--- src/hw/rtl/biou_pkg.sv ---
`timescale 1ns / 1ps
package biou_pkg;
   localparam int MaxBoxes         = 256;
   localparam int CoordBitsDefault = 16;
   localparam int RegBits          = 17;
   localparam int FracBits         = 16;
   localparam logic [RegBits-1:0] OneQ16       = 17'd65536;
   localparam logic [RegBits-1:0] ThreshReset  = 17'd45875;
   localparam logic [RegBits-1:0] GainReset    = 17'd19661;
   localparam logic CsrThreshIdx = 1'b0;
   localparam logic CsrGainIdx   = 1'b1;
   localparam logic KindStore    = 1'b0;
   localparam logic KindScore    = 1'b1;
endpackage

--- src/hw/rtl/biou_div.sv ---
`timescale 1ns / 1ps
// Pipelined restoring divider: floor(num * 2^16 / den) saturated at 1.0.
// One quotient bit per stage, so a new item can enter every cycle while adv is high.
module biou_div import biou_pkg::*; #(
   parameter int VolBits = 51
) (
   input  logic                 clock,
   input  logic                 adv,
   input  logic [VolBits-1:0]   num,
   input  logic [VolBits-1:0]   den,
   output logic [RegBits-1:0]   quo
);
   logic [VolBits:0]        rem_ff [FracBits+1];
   logic [VolBits-1:0]      den_ff [FracBits+1];
   logic [FracBits-1:0]     q_ff   [FracBits+1];
   logic                    sat_ff [FracBits+1];
   always_ff @(posedge clock) begin
      if (adv) begin
         rem_ff[0] <= {1'b0, num};
         den_ff[0] <= den;
         q_ff[0]   <= '0;
         sat_ff[0] <= (num >= den);
         for (int i = 0; i < FracBits; i++) begin
            logic [VolBits+1:0] r2;
            r2 = {rem_ff[i], 1'b0};
            if (r2 >= {2'b00, den_ff[i]}) begin
               rem_ff[i+1] <= (VolBits+1)'(r2 - {2'b00, den_ff[i]});
               q_ff[i+1]   <= {q_ff[i][FracBits-2:0], 1'b1};
            end else begin
               rem_ff[i+1] <= r2[VolBits:0];
               q_ff[i+1]   <= {q_ff[i][FracBits-2:0], 1'b0};
            end
            den_ff[i+1] <= den_ff[i];
            sat_ff[i+1] <= sat_ff[i];
         end
      end
   end
   assign quo = sat_ff[FracBits] ? OneQ16 : {1'b0, q_ff[FracBits]};
endmodule

--- config.mk ---
export PLATFORM = sky130hd
export DESIGN_NAME = biou_div
export DESIGN_NICKNAME = d
export VERILOG_FILES = /design/src/hw/rtl/biou_pkg.sv /design/src/hw/rtl/biou_div.sv
export SDC_FILE = /design/constraint.sdc
export NUM_CORES = 2
export LEC_CHECK = 0
export BUFFER_PORTS_ARGS = -buffer_cell sky130_fd_sc_hd__clkbuf_2
export CORE_MARGIN = 5
export CORE_UTILIZATION = 24
export CTS_CLUSTER_SIZE = 16
export DETAILED_ROUTE_END_ITERATION = 6
export PLACE_DENSITY = 0.49
export SLEW_MARGIN = 20
export SYNTH_ARGS = -nofsm -noshare
export SYNTH_HDL_FRONTEND = slang
export SYNTH_SLANG_ARGS = --single-unit
--- constraint.sdc ---
create_clock -name clock -period 5.06 [get_ports clock]
set_clock_uncertainty 0.2 [all_clocks]
set_input_delay 0.506 -clock clock [delete_from_list [all_inputs] [get_ports clock]]
set_output_delay 0.506 -clock clock [all_outputs]
set_load 0.02 [all_outputs]
==> reports/metrics.cfg <==
[cells_and_area]
num-nets-final=12000
drive_gt1_frac=0.0702
post_layout_nonfiller_instances=17300
final_design_area_no_fill_um2=127000
layout-area-overhead-vs-synth_pct=14.6

[yosys]
synth_top_cell_area_share=0.489
synth.avg_cell_area_um2=10.2
most_instantiated_flip_flop_cell_in_the_synthesis_netlist=edfxtp_1
yosysTopAreaCell=edfxtp_1
yosys_register_bits=1800
postSynth.asyncResetShare=0
cell_count_after_synthesis=10800
synth_enable_flop_cells=1799
ys_top_cells_by_area=edfxtp_1, ha_1, a21oi_1
synth.lib_cells_used.distinct=111
synth_sequential_area_ratio=0.489
synth_commonest_cells=edfxtp_1, inv_1, a21oi_1
synth_most_common_cell=edfxtp_1
synth.yosys.warnings=0
mappedNetlistArea_um2=110000
mappedNetlistNets=11800

[route]
drt-initial-drc-count=5076
postRouteWirelength_um=277000
drc_violations_left=0
routed_wire_length_per_instance_um=16.0
pre_repair_dr_iteration_count=5
via_count=77200
route.antenna.remaining_nets=0
avgViaCountPerCell=4.46

[placement]
post_dp_cell_area_um2=119000
number_of_cells_after_detailed_placement=16800
hpwlAfterDp_um=216000
gpl_congestion=0.902
buffer_ports.inserted=120

[flow_run]
maxCapViolations=0

[power_and_ir_drop]
power_frac_seq=0.330
p_leak_uw=0.0508
power-per-cell-area_nw_per_um2=591
p_comb_frac=0.466
int_pwr_uw=45900
irDropWorstVdd_uv=285
p_sw_frac=0.387
pwr-share-clk=0.204
sw_pwr_uw=28900

[clock_tree]
tritoncts=yes
cts_num_sinks=1800
post-cts-setup-buffer-count=0
cts-root-buf=clkbuf_16
number_of_clock_buffers_inserted_by_tritoncts=207
clk_path_buf_depth=4
htree_num_levels=4
insertion_delay_ns=0.88
cts.reportedPaths.clkPinSlew_ns=0.06

[timing]
fin_setup_tns_ns=0
fin_crit_ns=4.72
hold_ws_ns=0.163
finalHoldViolations=0
maxClockFrequency_ghz=0.212
setup_viol_count_final=0
finalCritPeriodShare=0.932
slew_headroom=0.284
final_number_of_max_transition_violations=0
setup_repair_after_global_routing_missed_its_margin=false
actual_slew_at_the_worst_max_slew_pin_ns=1.07

[setup_path]
crit_path_start_kind=flop
worstSetupStartpoint=rem_ff[6][1]$_DFFE_PP_
critPathMaxStageDelay_ns=0.68
crit_type=reg -> reg
path_cells=ha_1, o21ai_0, a21oi_1, o31ai_1, a21oi_1, nor2_2, o21ai_4, a31oi_1, o21ai_2, a311oi_2, o2111a_2, buf_12, o21ai_0
critical_path_required_ns=5.45
critical_path.endpoint_type=flop
cpMaxStageDelayCell=o31ai_1
arrival_ns=5.11
critical_path_peak_fanout=88
r2r-start=rem_ff[6][1]$_DFFE_PP_

[global_route]
antenna_found_initial=3
grt_remaining_overflow=0
grt_pass1_wl_um=433000
grt_pass1_vias=77600
grt_usage=0.113
grt_max_degree=200

[floorplanning]
io_pins=121
std_cell_rows=249
dieArea_um2=474000
floorplan.initialDensity=0.240
die_width_um=688
dieHeight_um=688
core_area_um2=459000

[hold_path]
worst_hold_startpoint=den[44]
hold_class=in -> reg

[status]
run_status=finished, final reports clean

-- what timing repair did --
action,CTS,global route
setup endpoints to repair,0,3
hold endpoints to repair,117,0
resized for setup,0,1
hold buffers,103,0
-- worst paths after layout --
check        slack [ns]  depth (start not counted)                       to
max                0.34                         13  rem_ff[7][11]$_DFFE_PP_
min                0.16                          2  den_ff[0][44]$_DFFE_PP_
max reg2reg        0.34                         13  rem_ff[7][11]$_DFFE_PP_
min reg2reg        0.19                          0     q_ff[5][4]$_DFFE_PP_
-- final cells by class --
| type | instances | area [um^2] |
|---|---|---|
| fillers | 48400 | 333000 |
| flip-flops and latches | 1800 | 54000 |
| multi-input cells | 7509 | 50700 |
| well taps | 6149 | 7690 |
| clock buffers | 246 | 5430 |
| inverters | 1088 | 4080 |
| repair buffers | 403 | 3310 |
| clock inverters | 123 | 1330 |
| diodes | 3 | 7.51 |
-- sequential cells by signal (all words and copies together) (netlist names) --
| register | cells |
|---|---|
| rem_ff | 831 |
| sat_ff | 17 |
| den_ff | 816 |
| q_ff | 136 |
-- layer usage --
layer	GRT usage	share of wire	routed length, um
met5	0	0	0
met4	0.0589	0.059	16400
met3	0.0132	0.031	8500
met2	0.189	0.46	127000
met1	0.144	0.45	125000
-- logic make-up (layout without fill, tap and decap cells) --
kind of cell / after synthesis / in the layout / share of synthesized area
buf+inv: 1513 / 1860 / 0.0529
xor+xnor: 700 / 700 / 0.0555
compound gates: 3258 / 3258 / 0.182
simple gates: 2585 / 2585 / 0.111
other cells: 0 / 3 / 0
fa+ha+maj: 881 / 881 / 0.101
flops: 1800 / 1800 / 0.489
mux: 85 / 85 / 0.00858
-- power by group through the flow --
stage	Sequential (uW)	Combinational [uW]	Clock, uW
after floorplan	23800	26300	0
after global placement	25200	34700	0
after detailed placement	25000	34700	0
after CTS	24700	34900	15800
after global routing	25200	39000	16500
final	24700	34900	15200
-- through the flow --
stage / util / worst slack, ns / total power (uW)
floorplan: - / 1.31 / 50100
global route: 0.276 / 0.143 / 80600
detailed placement: 0.259 / 0.107 / 59700
CTS: 0.276 / 0.0824 / 75500
finish: 0.276 / 0.342 / 74800
global placement: 0.259 / 0.0976 / 59900
-- worst max-delay path: cells and delay by family (launching register included) --
family	cells	cell delay (ns)
AOI/OAI and AO/OA	10	2.81
buffers and inverters	1	0.30
DFF	1	0.40
and+or+nand+nor	1	0.30
adders and majority gates	1	0.38
-- cells in the final DEF, fill, tap and decap left out, drive strengths merged, types with 126 or more instances in the layout --
| cell type | instances |
|---|---|
| nand4 | 213 |
| buf | 181 |
| o21bai | 126 |
| o21ai | 962 |
| nand3 | 154 |
| inv | 1092 |
| xnor2 | 396 |
| edfxtp | 1799 |
| ha | 866 |
| a21o | 526 |
| clkbuf | 365 |
| nor2b | 135 |
| nor2 | 570 |
| nand2 | 964 |
| a21oi | 1021 |
| xor2 | 304 |
(Power assumes the default switching activity.)
